<file path="src/rtl/bq_pkg.sv">
// Shared constants, codes and types of the biquad filter core.
`timescale 1ns / 1ps
`default_nettype none

package bq_pkg;

    localparam int SAMPLE_BITS_DEF    = 24;
    localparam int COEF_FRAC_BITS_DEF = 28;
    localparam int COEF_BITS          = 32;
    localparam int NUM_COEFS          = 5;
    localparam int COEF_IDX_BITS      = 3;
    localparam int APB_ADDR_BITS      = 5;
    localparam int APB_DATA_BITS      = 32;

    typedef logic [COEF_IDX_BITS-1:0] t_coef_idx;
    typedef logic [NUM_COEFS-1:0][COEF_BITS-1:0] t_coef_bank;

    // coefficient register indexes
    localparam t_coef_idx IDX_FEED0 = 3'd0;
    localparam t_coef_idx IDX_FEED1 = 3'd1;
    localparam t_coef_idx IDX_FEED2 = 3'd2;
    localparam t_coef_idx IDX_BACK1 = 3'd3;
    localparam t_coef_idx IDX_BACK2 = 3'd4;

    // multiplier sample operand select
    typedef logic [1:0] t_asel;
    localparam t_asel ASEL_IN = 2'd0;
    localparam t_asel ASEL_X  = 2'd1;
    localparam t_asel ASEL_Y  = 2'd2;

    // accumulate step codes
    typedef logic [2:0] t_op;
    localparam t_op OP_NONE  = 3'd0;
    localparam t_op OP_OUT   = 3'd1;
    localparam t_op OP_TADD  = 3'd2;
    localparam t_op OP_D1    = 3'd3;
    localparam t_op OP_TLOAD = 3'd4;
    localparam t_op OP_D2    = 3'd5;

    typedef struct packed {
        logic      load_x;
        t_asel     a_sel;
        t_coef_idx coef_idx;
        t_op       op;
        logic      load_out;
    } t_bq_cmd;

endpackage

`default_nettype wire

</file>
<file path="src/rtl/bq_in_if.sv">
// Input sample channel: valid, ready and one signed sample.
`timescale 1ns / 1ps
`default_nettype none

interface bq_in_if #(
    parameter int SAMPLE_BITS = 24
);
    logic                   valid;
    logic                   ready;
    logic [SAMPLE_BITS-1:0] sample_in;

    modport source (output valid, output sample_in, input ready);
    modport sink   (input valid, input sample_in, output ready);
endinterface

`default_nettype wire

</file>
<file path="src/rtl/bq_out_if.sv">
// Output sample channel: valid, ready, filtered sample and clip flag.
`timescale 1ns / 1ps
`default_nettype none

interface bq_out_if #(
    parameter int SAMPLE_BITS = 24
);
    logic                   valid;
    logic                   ready;
    logic [SAMPLE_BITS-1:0] sample_out;
    logic                   clipped;

    modport source (output valid, output sample_out, output clipped, input ready);
    modport sink   (input valid, input sample_out, input clipped, output ready);
endinterface

`default_nettype wire

</file>
<file path="src/rtl/bq_regs.sv">
// APB coefficient register bank of the biquad filter.
`timescale 1ns / 1ps
`default_nettype none

module bq_regs #(
    parameter int COEF_FRAC_BITS = 28
) (
    input  wire logic                              i_clk,
    input  wire logic                              i_rst_n,
    input  wire logic                              psel,
    input  wire logic                              penable,
    input  wire logic                              pwrite,
    input  wire logic [bq_pkg::APB_ADDR_BITS-1:0]  paddr,
    input  wire logic [bq_pkg::APB_DATA_BITS-1:0]  pwdata,
    output logic      [bq_pkg::APB_DATA_BITS-1:0]  prdata,
    output logic                                   pready,
    output bq_pkg::t_coef_bank                     o_coefs
);
    import bq_pkg::*;

    localparam logic [COEF_BITS-1:0] FEED0_RST = COEF_BITS'(1) << COEF_FRAC_BITS;
    // feed0 sits in the lowest slot of the bank, all others reset to zero
    localparam t_coef_bank COEFS_RST = {{((NUM_COEFS-1)*COEF_BITS){1'b0}}, FEED0_RST};

    t_coef_bank r_coefs;
    t_coef_idx  w_idx;
    logic       w_wr;

    assign w_idx  = paddr[APB_ADDR_BITS-1:2];
    assign pready = 1'b1;
    assign w_wr   = psel && penable && pwrite;

    always_ff @(posedge i_clk) begin
        if (!i_rst_n) begin
            r_coefs <= COEFS_RST;
        end else if (w_wr) begin
            case (w_idx)
                IDX_FEED0: r_coefs[IDX_FEED0] <= pwdata;
                IDX_FEED1: r_coefs[IDX_FEED1] <= pwdata;
                IDX_FEED2: r_coefs[IDX_FEED2] <= pwdata;
                IDX_BACK1: r_coefs[IDX_BACK1] <= pwdata;
                IDX_BACK2: r_coefs[IDX_BACK2] <= pwdata;
                default: begin
                    // drop writes past the last register
                end
            endcase
        end
    end

    always_comb begin
        case (w_idx)
            IDX_FEED0: prdata = r_coefs[IDX_FEED0];
            IDX_FEED1: prdata = r_coefs[IDX_FEED1];
            IDX_FEED2: prdata = r_coefs[IDX_FEED2];
            IDX_BACK1: prdata = r_coefs[IDX_BACK1];
            IDX_BACK2: prdata = r_coefs[IDX_BACK2];
            default:   prdata = '0;
        endcase
    end

    assign o_coefs = r_coefs;

endmodule

`default_nettype wire

</file>
<file path="src/rtl/bq_ctrl.sv">
// Step sequencer of the biquad filter: handshakes and datapath commands.
`timescale 1ns / 1ps
`default_nettype none

module bq_ctrl (
    input  wire logic     i_clk,
    input  wire logic     i_rst_n,
    input  wire logic     i_in_valid,
    output logic          o_in_ready,
    output logic          o_out_valid,
    input  wire logic     i_out_ready,
    output bq_pkg::t_bq_cmd o_cmd
);
    import bq_pkg::*;

    localparam logic [2:0] ST_IDLE = 3'd0;
    localparam logic [2:0] ST_S1   = 3'd1;
    localparam logic [2:0] ST_S2   = 3'd2;
    localparam logic [2:0] ST_S3   = 3'd3;
    localparam logic [2:0] ST_S4   = 3'd4;
    localparam logic [2:0] ST_S5   = 3'd5;
    localparam logic [2:0] ST_HOLD = 3'd6;

    logic [2:0] r_state, n_state;
    logic       r_out_valid, n_out_valid;
    logic       w_out_free;
    t_bq_cmd    w_cmd;

    assign w_out_free = !r_out_valid || i_out_ready;

    always_comb begin
        n_state        = r_state;
        w_cmd          = '0;
        w_cmd.a_sel    = ASEL_X;
        w_cmd.coef_idx = IDX_FEED0;
        w_cmd.op       = OP_NONE;
        case (r_state)
            ST_IDLE: begin
                w_cmd.load_x = i_in_valid;
                w_cmd.a_sel  = ASEL_IN;
                if (i_in_valid) begin
                    n_state = ST_S1;
                end
            end
            ST_S1: begin
                w_cmd.op       = OP_OUT;
                w_cmd.coef_idx = IDX_FEED1;
                n_state        = ST_S2;
            end
            ST_S2: begin
                w_cmd.op       = OP_TADD;
                w_cmd.a_sel    = ASEL_Y;
                w_cmd.coef_idx = IDX_BACK1;
                n_state        = ST_S3;
            end
            ST_S3: begin
                w_cmd.op       = OP_D1;
                w_cmd.coef_idx = IDX_FEED2;
                n_state        = ST_S4;
            end
            ST_S4: begin
                w_cmd.op       = OP_TLOAD;
                w_cmd.a_sel    = ASEL_Y;
                w_cmd.coef_idx = IDX_BACK2;
                n_state        = ST_S5;
            end
            ST_S5: begin
                w_cmd.op       = OP_D2;
                w_cmd.load_out = w_out_free;
                n_state        = w_out_free ? ST_IDLE : ST_HOLD;
            end
            ST_HOLD: begin
                w_cmd.load_out = w_out_free;
                if (w_out_free) begin
                    n_state = ST_IDLE;
                end
            end
            default: begin
                n_state = ST_IDLE;
            end
        endcase
    end

    always_comb begin
        n_out_valid = r_out_valid;
        if (r_out_valid && i_out_ready) begin
            n_out_valid = 1'b0;
        end
        if (w_cmd.load_out) begin
            n_out_valid = 1'b1;
        end
    end

    always_ff @(posedge i_clk) begin
        if (!i_rst_n) begin
            r_state     <= ST_IDLE;
            r_out_valid <= 1'b0;
        end else begin
            r_state     <= n_state;
            r_out_valid <= n_out_valid;
        end
    end

    assign o_in_ready  = (r_state == ST_IDLE);
    assign o_out_valid = r_out_valid;
    assign o_cmd       = w_cmd;

endmodule

`default_nettype wire

</file>
<file path="src/rtl/bq_dpath.sv">
// Biquad datapath: shared multiplier, accumulators, state and output word.
`timescale 1ns / 1ps
`default_nettype none

module bq_dpath #(
    parameter int SAMPLE_BITS    = 24,
    parameter int COEF_FRAC_BITS = 28
) (
    input  wire logic                   i_clk,
    input  wire logic                   i_rst_n,
    input  wire bq_pkg::t_bq_cmd        i_cmd,
    input  wire bq_pkg::t_coef_bank     i_coefs,
    input  wire logic [SAMPLE_BITS-1:0] i_sample,
    output logic      [SAMPLE_BITS-1:0] o_sample,
    output logic                        o_clipped
);
    import bq_pkg::*;

    localparam int DB = SAMPLE_BITS + COEF_BITS;  // state and product width
    localparam int AW = DB + 1;                   // output accumulator
    localparam int TW = DB + 2;                   // state update sum

    localparam logic signed [AW-1:0] ROUND_BIAS = AW'(1) << (COEF_FRAC_BITS - 1);
    localparam logic signed [AW-1:0] Y_MAX = {{(AW-SAMPLE_BITS+1){1'b0}},
                                              {(SAMPLE_BITS-1){1'b1}}};
    localparam logic signed [AW-1:0] Y_MIN = ~Y_MAX;
    localparam logic signed [TW-1:0] D_MAX = {{(TW-DB+1){1'b0}}, {(DB-1){1'b1}}};
    localparam logic signed [TW-1:0] D_MIN = ~D_MAX;

    logic signed [SAMPLE_BITS-1:0] r_x, r_y, w_mul_a;
    logic signed [COEF_BITS-1:0]   w_mul_b;
    logic signed [DB-1:0]          r_prod, w_prod;
    logic signed [DB-1:0]          r_d1, r_d2, w_dsat;
    logic signed [AW-1:0]          w_acc, w_shift;
    logic signed [TW-1:0]          r_t, w_diff;
    logic signed [SAMPLE_BITS-1:0] w_ysat;
    logic                          r_clip, w_clip;
    logic [SAMPLE_BITS-1:0]        r_out_sample;
    logic                          r_out_clip;

    always_comb begin
        case (i_cmd.a_sel)
            ASEL_IN: w_mul_a = i_sample;
            ASEL_X:  w_mul_a = r_x;
            ASEL_Y:  w_mul_a = r_y;
            default: w_mul_a = r_x;
        endcase
        case (i_cmd.coef_idx)
            IDX_FEED0: w_mul_b = i_coefs[IDX_FEED0];
            IDX_FEED1: w_mul_b = i_coefs[IDX_FEED1];
            IDX_FEED2: w_mul_b = i_coefs[IDX_FEED2];
            IDX_BACK1: w_mul_b = i_coefs[IDX_BACK1];
            IDX_BACK2: w_mul_b = i_coefs[IDX_BACK2];
            default:   w_mul_b = '0;
        endcase
    end

    assign w_prod = DB'(w_mul_a) * DB'(w_mul_b);

    // round half up, shift down to sample scale, clamp
    assign w_acc   = AW'(r_prod) + AW'(r_d1) + ROUND_BIAS;
    assign w_shift = w_acc >>> COEF_FRAC_BITS;

    always_comb begin
        w_clip = 1'b1;
        if (w_shift > Y_MAX) begin
            w_ysat = Y_MAX[SAMPLE_BITS-1:0];
        end else if (w_shift < Y_MIN) begin
            w_ysat = Y_MIN[SAMPLE_BITS-1:0];
        end else begin
            w_ysat = w_shift[SAMPLE_BITS-1:0];
            w_clip = 1'b0;
        end
    end

    // subtract the feedback product and clamp to the state width
    assign w_diff = r_t - TW'(r_prod);

    always_comb begin
        if (w_diff > D_MAX) begin
            w_dsat = D_MAX[DB-1:0];
        end else if (w_diff < D_MIN) begin
            w_dsat = D_MIN[DB-1:0];
        end else begin
            w_dsat = w_diff[DB-1:0];
        end
    end

    always_ff @(posedge i_clk) begin
        r_prod <= w_prod;
        if (i_cmd.load_x) begin
            r_x <= i_sample;
        end
        case (i_cmd.op)
            OP_OUT: begin
                r_y    <= w_ysat;
                r_clip <= w_clip;
            end
            OP_TADD:  r_t <= TW'(r_prod) + TW'(r_d2);
            OP_TLOAD: r_t <= TW'(r_prod);
            default: begin
            end
        endcase
        if (i_cmd.load_out) begin
            r_out_sample <= r_y;
            r_out_clip   <= r_clip;
        end
    end

    always_ff @(posedge i_clk) begin
        if (!i_rst_n) begin
            r_d1 <= '0;
            r_d2 <= '0;
        end else begin
            if (i_cmd.op == OP_D1) begin
                r_d1 <= w_dsat;
            end
            if (i_cmd.op == OP_D2) begin
                r_d2 <= w_dsat;
            end
        end
    end

    assign o_sample  = r_out_sample;
    assign o_clipped = r_out_clip;

endmodule

`default_nettype wire

</file>
<file path="src/rtl/biquad_iir_filter_core.sv">
// Top level of the biquad IIR filter core: register bank, sequencer, datapath.
`timescale 1ns / 1ps
`default_nettype none

// Second-order IIR section in transposed direct form II. Each word taken on
// i_in (a signed sample) gives one word on o_out: the filtered sample, rounded
// half up and saturated to the sample width, with a flag set when it clipped.
// The five coefficients are signed Q3.28 registers on the APB port at byte
// addresses 0x00 (feed0), 0x04 (feed1), 0x08 (feed2), 0x0C (back1) and 0x10
// (back2); feed0 resets to 1.0 and the rest to zero, so the core passes the
// input through after reset. Write coefficients only while no sample is in
// flight. The two state accumulators are sample width plus 32 bits, clear at
// reset, and clamp on overflow.
// Only one sample is in the steps at a time. A single shared multiplier
// carries all five products, one per cycle, and the output must be formed
// before the feedback products can start, so the sequencer walks the
// acceptance cycle plus five steps. The result enters the output register at
// the last step, or from the hold state. The next sample is taken while the
// previous result still waits in the output register; the sequencer only holds
// when a second result is ready and the first has not been taken yet.
module biquad_iir_filter_core #(
    parameter int SAMPLE_BITS    = bq_pkg::SAMPLE_BITS_DEF,
    parameter int COEF_FRAC_BITS = bq_pkg::COEF_FRAC_BITS_DEF
) (
    input  wire logic                              i_clk,
    input  wire logic                              i_rst_n,
    bq_in_if.sink                                  i_in,
    bq_out_if.source                               o_out,
    input  wire logic                              psel,
    input  wire logic                              penable,
    input  wire logic                              pwrite,
    input  wire logic [bq_pkg::APB_ADDR_BITS-1:0]  paddr,
    input  wire logic [bq_pkg::APB_DATA_BITS-1:0]  pwdata,
    output logic      [bq_pkg::APB_DATA_BITS-1:0]  prdata,
    output logic                                   pready
);
    import bq_pkg::*;

    t_coef_bank             w_coefs;
    t_bq_cmd                w_cmd;
    logic [SAMPLE_BITS-1:0] w_sample_out;
    logic                   w_clipped;

    // coefficient registers
    bq_regs #(
        .COEF_FRAC_BITS (COEF_FRAC_BITS)
    ) u_regs (
        .i_clk   (i_clk),
        .i_rst_n (i_rst_n),
        .psel    (psel),
        .penable (penable),
        .pwrite  (pwrite),
        .paddr   (paddr),
        .pwdata  (pwdata),
        .prdata  (prdata),
        .pready  (pready),
        .o_coefs (w_coefs)
    );

    // sequence the multiply and accumulate steps of one sample
    bq_ctrl u_ctrl (
        .i_clk       (i_clk),
        .i_rst_n     (i_rst_n),
        .i_in_valid  (i_in.valid),
        .o_in_ready  (i_in.ready),
        .o_out_valid (o_out.valid),
        .i_out_ready (o_out.ready),
        .o_cmd       (w_cmd)
    );

    // shared multiplier, output rounding and state update
    bq_dpath #(
        .SAMPLE_BITS    (SAMPLE_BITS),
        .COEF_FRAC_BITS (COEF_FRAC_BITS)
    ) u_dpath (
        .i_clk     (i_clk),
        .i_rst_n   (i_rst_n),
        .i_cmd     (w_cmd),
        .i_coefs   (w_coefs),
        .i_sample  (i_in.sample_in),
        .o_sample  (w_sample_out),
        .o_clipped (w_clipped)
    );

    assign o_out.sample_out = w_sample_out;
    assign o_out.clipped    = w_clipped;

endmodule

`default_nettype wire
</file>
<file path="src/flat_wrapper.sv">
// flat-port wrapper written by rule: the top's interface ports become plain ports
module biquad_iir_filter_core_flat import bq_pkg::*;
#(
    parameter int SAMPLE_BITS    = bq_pkg::SAMPLE_BITS_DEF,
    parameter int COEF_FRAC_BITS = bq_pkg::COEF_FRAC_BITS_DEF
)
  (i_clk, i_rst_n, psel, penable, pwrite, paddr, pwdata, prdata, pready, i_in_valid, i_in_sample_in, i_in_ready, o_out_valid, o_out_sample_out, o_out_clipped, o_out_ready);
  bq_in_if #(.SAMPLE_BITS(SAMPLE_BITS)) i_in_i ();
  bq_out_if #(.SAMPLE_BITS(SAMPLE_BITS)) o_out_i ();
  input  wire logic i_clk;
  input  wire logic i_rst_n;
  input  wire logic psel;
  input  wire logic penable;
  input  wire logic pwrite;
  input  wire logic [bq_pkg::APB_ADDR_BITS-1:0] paddr;
  input  wire logic [bq_pkg::APB_DATA_BITS-1:0] pwdata;
  output logic      [bq_pkg::APB_DATA_BITS-1:0] prdata;
  output logic pready;
  input wire logic [$bits(i_in_i.valid)-1:0] i_in_valid;
  input wire logic [$bits(i_in_i.sample_in)-1:0] i_in_sample_in;
  output wire logic [$bits(i_in_i.ready)-1:0] i_in_ready;
  output wire logic [$bits(o_out_i.valid)-1:0] o_out_valid;
  output wire logic [$bits(o_out_i.sample_out)-1:0] o_out_sample_out;
  output wire logic [$bits(o_out_i.clipped)-1:0] o_out_clipped;
  input wire logic [$bits(o_out_i.ready)-1:0] o_out_ready;
  assign i_in_i.valid = i_in_valid;
  assign i_in_i.sample_in = i_in_sample_in;
  assign i_in_ready = i_in_i.ready;
  assign o_out_valid = o_out_i.valid;
  assign o_out_sample_out = o_out_i.sample_out;
  assign o_out_clipped = o_out_i.clipped;
  assign o_out_i.ready = o_out_ready;
  biquad_iir_filter_core #(.SAMPLE_BITS(SAMPLE_BITS), .COEF_FRAC_BITS(COEF_FRAC_BITS)) u_core (.i_clk(i_clk), .i_rst_n(i_rst_n), .i_in(i_in_i), .o_out(o_out_i), .psel(psel), .penable(penable), .pwrite(pwrite), .paddr(paddr), .pwdata(pwdata), .prdata(prdata), .pready(pready));
endmodule
</file>
<file path="config.mk">
export PLATFORM = sky130hd
export DESIGN_NAME = biquad_iir_filter_core_flat
export DESIGN_NICKNAME = d
export VERILOG_FILES = /design/src/rtl/bq_pkg.sv /design/src/rtl/bq_in_if.sv /design/src/rtl/bq_out_if.sv /design/src/rtl/bq_regs.sv /design/src/rtl/bq_ctrl.sv /design/src/rtl/bq_dpath.sv /design/src/rtl/biquad_iir_filter_core.sv /design/src/flat_wrapper.sv
export SDC_FILE = /design/constraint.sdc
export NUM_CORES = 2
export LEC_CHECK = 0
export BUFFER_PORTS_ARGS = -buffer_cell sky130_fd_sc_hd__buf_2
export CORE_MARGIN = 2
export CORE_UTILIZATION = 51
export CTS_BUF_LIST = sky130_fd_sc_hd__clkbuf_4
export CTS_CLUSTER_DIAMETER = 150
export DETAILED_ROUTE_END_ITERATION = 6
export HOLD_SLACK_MARGIN = 0.02
export PLACE_DENSITY = 0.68
export SYNTH_ARGS = -nofsm -noshare
export SYNTH_HDL_FRONTEND = slang
export SYNTH_SLANG_ARGS = --single-unit
</file>
<file path="constraint.sdc">
create_clock -name i_clk -period 12.2 [get_ports i_clk]
set_input_delay 0.61 -clock i_clk [delete_from_list [all_inputs] [get_ports i_clk]]
set_output_delay 0.61 -clock i_clk [all_outputs]
set_load 0.01 [all_outputs]
</file>
== Word-level counts from Yosys, hierarchy flattened ==
Cells that the tools add are included.
Storage, ports and cells
  bits in registers: 464
  bits of input ports: 68
Operators by class
  add/subtract/negate cells: 4
  $mul: 1
  $lt $le $gt $ge: 4
  eq/ne operators: 22
  muxes and demuxes: 19
  reductions and logical operators: 19
Operator list (count)
  32-bit one-hot mux with 5 select lines: 2
  58-bit one-hot mux with 2 select lines: 1
  56-bit by 56-bit adder with 57-bit output: 2
  56-bit 2-to-1 mux: 2
  58-bit by 56-bit greater-than comparator with 1-bit output, second input constant: 1
  58-bit by 56-bit less-than comparator with 1-bit output, second input constant: 1
  58-bit by 56-bit subtractor with 58-bit output: 1
  57-bit by 29-bit adder with 57-bit output, second input constant: 1
  24-bit by 32-bit multiplier with 56-bit output: 1
  24-bit one-hot mux with 2 select lines: 1
  29-bit by 24-bit greater-than comparator with 1-bit output, second input constant: 1
  29-bit by 24-bit less-than comparator with 1-bit output, second input constant: 1
  3-bit by 2-bit equality test with 1-bit output, second input constant: 8
  24-bit 2-to-1 mux: 1
  3-bit equality test, second input constant: 7
  3-bit one-hot mux with 7 select lines: 1
  3-bit one-hot mux with 5 select lines: 1
  3-bit by 1-bit equality test with 1-bit output, second input constant: 4
  3-bit one-hot mux with 4 select lines: 1
  2-bit AND reduction: 6
  3-bit logical NOT: 3
  3-bit 2-to-1 mux: 3
  1-bit 2-to-1 mux: 5
  2-bit != test, second input constant: 2
  other kinds (8): 12

== Logic depth before layout (Yosys ltp) ==
  depth in word-level cells: 6
  depth in mapped cells: 38

== Hierarchy ==
A second synthesis with hierarchy kept.
Second synthesis, totals
  cell total of the unflattened synthesis: 6089
  area, all modules: 54603.6 um^2
By module, submodules not included
  bq_dpath: times used 1, cells each 5337, area an instance 47170.2 um^2, seq. area each 7297.0 um^2
  bq_regs: times used 1, cells each 720, area an instance 7124.3 um^2, seq. area each 3203.1 um^2
  bq_ctrl: times used 1, cells each 32, area an instance 309.0 um^2, seq. area each 80.1 um^2

== Least setup slack after synthesis ==
No wires, ideal clock.
  kind: reg2reg
  start: register u_core.u_ctrl.r_state[2]
  end: register u_core.u_dpath.r_prod[55]
  setup time: 0.064 ns
  arrival time: 9.099 ns
  setup slack: 3.037 ns
  cell stages (with the launch flop): 34
  buffers on the path: 4
  path through: dfxtp_1 > clkbuf_1 > inv_1 > ha_1 > clkbuf_1 > nor3_1 > clkbuf_1 > a221o_1 > clkbuf_1 > nand2_1 > fa_1 > inv_1 > fa_1 > inv_1 > fa_1 > inv_1 > fa_1 > fa_1 > fa_1 > inv_1 > fa_1 > inv_1 > ha_1 > a21o_1 > a21o_1 > a21o_1 > a21o_1 > a21oi_1 > o21ai_0 > a41oi_1 > o211a_1 > a221oi_1 > or4_1 > nand4_1
On the way
  word-level cells in the longest chain between the ends: 6
  elaborated cells on any way between the ends: 18
  those cells by class: 1 x mul; 9 x eq/ne; 4 x mux; 4 x reduce/logical
Ends and longest elaborated chain
  start: declaration: line bq_ctrl.sv:24  | logic [2:0] r_state, n_state;
  start signal: assignment: line bq_ctrl.sv:99  | r_state <= n_state;
  3-bit equality test / 3-bit by 2-bit equality test with 1-bit output (equally long branches): line bq_ctrl.sv:37  | case (r_state)
  2-bit OR reduction (no source line)
  2-bit one-hot mux with 2 select lines: line bq_ctrl.sv:37
  2-bit equality test / 2-bit logical NOT (equally long branches): line bq_dpath.sv:42  | case (i_cmd.a_sel)
  24-bit one-hot mux with 2 select lines: line bq_dpath.sv:42
  24-bit by 32-bit multiplier with 56-bit output (*): line bq_dpath.sv:58  | assign w_prod = DB'(w_mul_a) * DB'(w_mul_b);
  via u_core.u_dpath.w_prod[55]: line bq_dpath.sv:32  | logic signed [DB-1:0] r_prod, w_prod;
  end signal: assignment: line bq_dpath.sv:90  | r_prod <= w_prod;
  end: declaration: line bq_dpath.sv:32
Mark *: on every way through the listed nets, which the timed path passes. The rest lies on a longest branch.
A chain may end at the register's enable or synchronous reset.

== Worst setup path in the final report ==
  start: register u_core.u_ctrl.r_state[1]
  end: register u_core.u_dpath.r_prod[55]
The elaborated chain is that of the path after synthesis.

==> impl_metrics.csv <==
group,metric,value,unit
critical_path,crit_top_cell,"fa_1",
clock_network,clock_latency,1.06,ns
synthesis,synth-simple-area-share,0.139,
synthesis,synth_top_family_by_area,"adder cells",
clock_network,post-cts-setup-buffers,0,
finish,final_nets,7611,
synthesis,synthAdderAreaFrac,0.375,
flow_run,cap_violations,0,
pwr,powerDensity,144,nW/um2
timing,period_share,0.883,
clock_network,cts_max_level,4,
global_route,antenna_found_initial,2,
place,detailed_place_hpwl,122000,um
clock_network,cts_buffers,130,
die,start_util,0.516,
place,gp_congestion,0.967,
synthesis,synth_area,54500,um2
status,violations,"DRC",
timing,post-route-min-period,10.77,ns
synthesis,synth_edf_count,131,
critical_path,worstPathMaxFanout,32,
critical_path,worst-path-buf-inv,6,
synthesis,muxShareOfSynthArea,0.00680,
finish,fillers,9536,
synthesis,netlist_instances,6291,
clock_network,cts_tree,"done",
route,ant_nets,0,
timing,final_hold_viol_count,0,
die,fp.dieH,331,um
finish,seq_area,10600,um2
route,drt-met1-wl,66100,um
clock_network,root_buffer,"clkbuf_4",
pwr,ir_drop,0.000144,V
route,maxUsedRoutingLayer,"met4",
place,numPortBuffers,124,
clock_network,cts_max_path_buffers,3,
finish,multi_input_area,39500,um2
synthesis,post_synth_xor_area_fraction,0.0289,
timing,fin_worst_skew,0.0865,ns
timing,worst_slew_pin_slew,1.28,ns
clock_network,cts_sinks,463,
timing,rsz0062_at_grt,"false",
route,drtIter0Drc,3727,
route,dr.pass1.iters,7,
die,dieWidth,331,um
global_route,grt_overflow,0,
synthesis,avgSynthCellArea,8.66,um2
finish,final_cells,7862,
synthesis,synth-compound-area-share,0.169,
critical_path,critPathLaunchType,"flip-flop",
route,wirelength,164000,um
synthesis,synth_ff_type,"dfxtp_1",
route,routedWlPerCell,20.8,um
route,drc,14,
status,outcome,"complete, but fails checks",
finish,syn2layout_area_growth,8.23,%
critical_path,cp-end-kind,"flip-flop",
synthesis,yosysSeqAreaShare,0.194,
critical_path,critPathRequiredTime,13.08,ns
critical_path,slowest_delay,0.81,ns
critical_path,worstSetupPathType,"flip-flop to flip-flop",
global_route,grt_usage,0.304,
global_route,grt_pass1_wl,256000,um
pwr,p_leak,27.7,nW
finish,drive_above_1_share,0.0810,
global_route,grt_pass1_vias,46335,
global_route,grt_max_degree,106,
place,post-place-cells,7582,
route,viasPerCell,5.79,
critical_path,cp_top_family,"adder cells",
clock_network,clkSlewWorstSetupHoldPaths,0.06,ns
finish,layout_common_cells,"993 x nand2_1, 905 x inv_1, 785 x fa_1",
clock_network,cts_resized,0,
timing,clock.fmax,92.9,MHz
timing,finalSetupViolCount,0,
route,met3WireLength,14600,um
hold_path,hold_path_class,"input port to flip-flop",
place,post-place-ws,1.59,ns
synthesis,ys_types,82,
route,dr_wl_met2,73700,um
critical_path,arrival,11.64,ns
timing,worst_slack,1.43,ns
die,die-area,109000,um2
finish,layout_commonest_cell,"nand2_1",
timing,tns,0,ns
die,io_pins,128,
synthesis,ys_warn_count,0,
finish,post-route-util,0.558,
timing,slew_violations,0,
route,num_vias,45488,
synthesis,syn-num-nets,7519,
critical_path,crit_path_top_delay_cell,"a221o_1",
clock_network,holdBufCountCts,60,
timing,maxSlewHeadroom,0.143,
synthesis,synth-async-reset-ratio,0,
die,std_cell_rows,119,
die,core,106000,um2
synthesis,synth-seq-cells,463,
==> per-layer routing <==
| metal | global-route usage | vias up |
|---|---|---|
| li1 | - | 20831 |
| met1 | 0.389 | 22091 |
| met2 | 0.484 | 2082 |
| met3 | 0.0660 | 484 |
| met4 | 0.157 | 0 |
| met5 | 0 | - |
==> Yosys cell counts (all sizes together) (37+ instances only) <==
cell | count | area share
a221o | 52 | 0.0096
inv | 905 | 0.062
a21oi | 423 | 0.039
xor2 | 62 | 0.010
edfxtp | 131 | 0.072
and3 | 39 | 0.0045
dfxtp | 332 | 0.12
a21boi | 171 | 0.024
ha | 375 | 0.086
xnor2 | 118 | 0.019
nand4 | 47 | 0.0054
a22oi | 74 | 0.010
nand2 | 995 | 0.069
o21ai | 221 | 0.020
nor3 | 41 | 0.0038
and2 | 46 | 0.0053
nand3 | 47 | 0.0043
a21o | 168 | 0.023
clkbuf | 306 | 0.021
a221oi | 55 | 0.0092
nor2 | 475 | 0.033
fa | 785 | 0.29
mux2i | 37 | 0.0068
==> path summary, 6_finish.rpt <==
path	start	endpoint	slack, ns	cells after the start
max	u_core.u_ctrl.r_state[1]	u_core.u_dpath.r_prod[55]	1.43	29
min	i_in_sample_in[20]	u_core.u_dpath.r_x[20]	0.37	2
max reg2reg	u_core.u_ctrl.r_state[1]	u_core.u_dpath.r_prod[55]	1.43	29
min reg2reg	u_core.u_dpath.r_clip	u_core.u_dpath.o_clipped	0.42	0
==> report_power, final <==
group	internal, W	leakage [nW]	switching, W	total (W)
Clock	0.000744	0.942	0.000707	0.00145
Sequential	0.00179	3.91	0.000190	0.00198
Combinational	0.00180	22.8	0.00325	0.00505
==> metrics by stage <==
stage                     power [W]  cell area (um2)  hold WS (ns)
after floorplan             0.00542            54500         0.400
after global placement      0.00687            56700         0.406
after detailed placement    0.00693            56700         0.406
after CTS                   0.00843            58900         0.251
after global routing        0.00910            58900         0.317
final                       0.00849            58900         0.365
==> worst reg2reg max path, delay by kind of cell (launching register included) <==
kind | cells | cell delay, ns
DFF | 1 | 0.69
adders and majority gates | 9 | 4.59
and+or+nand+nor | 6 | 1.07
buffers and inverters | 6 | 0.79
AOI/OAI and AO/OA | 8 | 3.52
==> cell families after synthesis <==
family,count (synthesis)
other cells,1
simple gates,1806
mux,37
fa+ha+maj,1160
xor+xnor,180
flops,463
compound gates,1402
buf+inv,1242
==> layout make-up <==
class	count	area share
Timing Repair Buffer	296	0.0355
Clock inverter	36	0.00422
Clock buffer	180	0.0229
Inverter	906	0.0577
Multi-Input combinational cell	4586	0.670
Tap cell	1391	0.0295
Antenna cell	4	0.000170
Sequential cell	463	0.180
==> state kept, by name (all words and copies together) (netlist names), 24 cells and up <==
signal,cells
u_core.u_dpath.r_x,24
u_core.u_dpath.r_d2,56
u_core.u_dpath.r_t,57
u_core.u_dpath.o_sample,24
u_core.u_dpath.r_y,24
u_core.u_dpath.r_prod,56
u_core.u_dpath.r_d1,56
u_core.u_regs.o_coefs,160
Note: power is estimated with default switching activity, not from simulation.
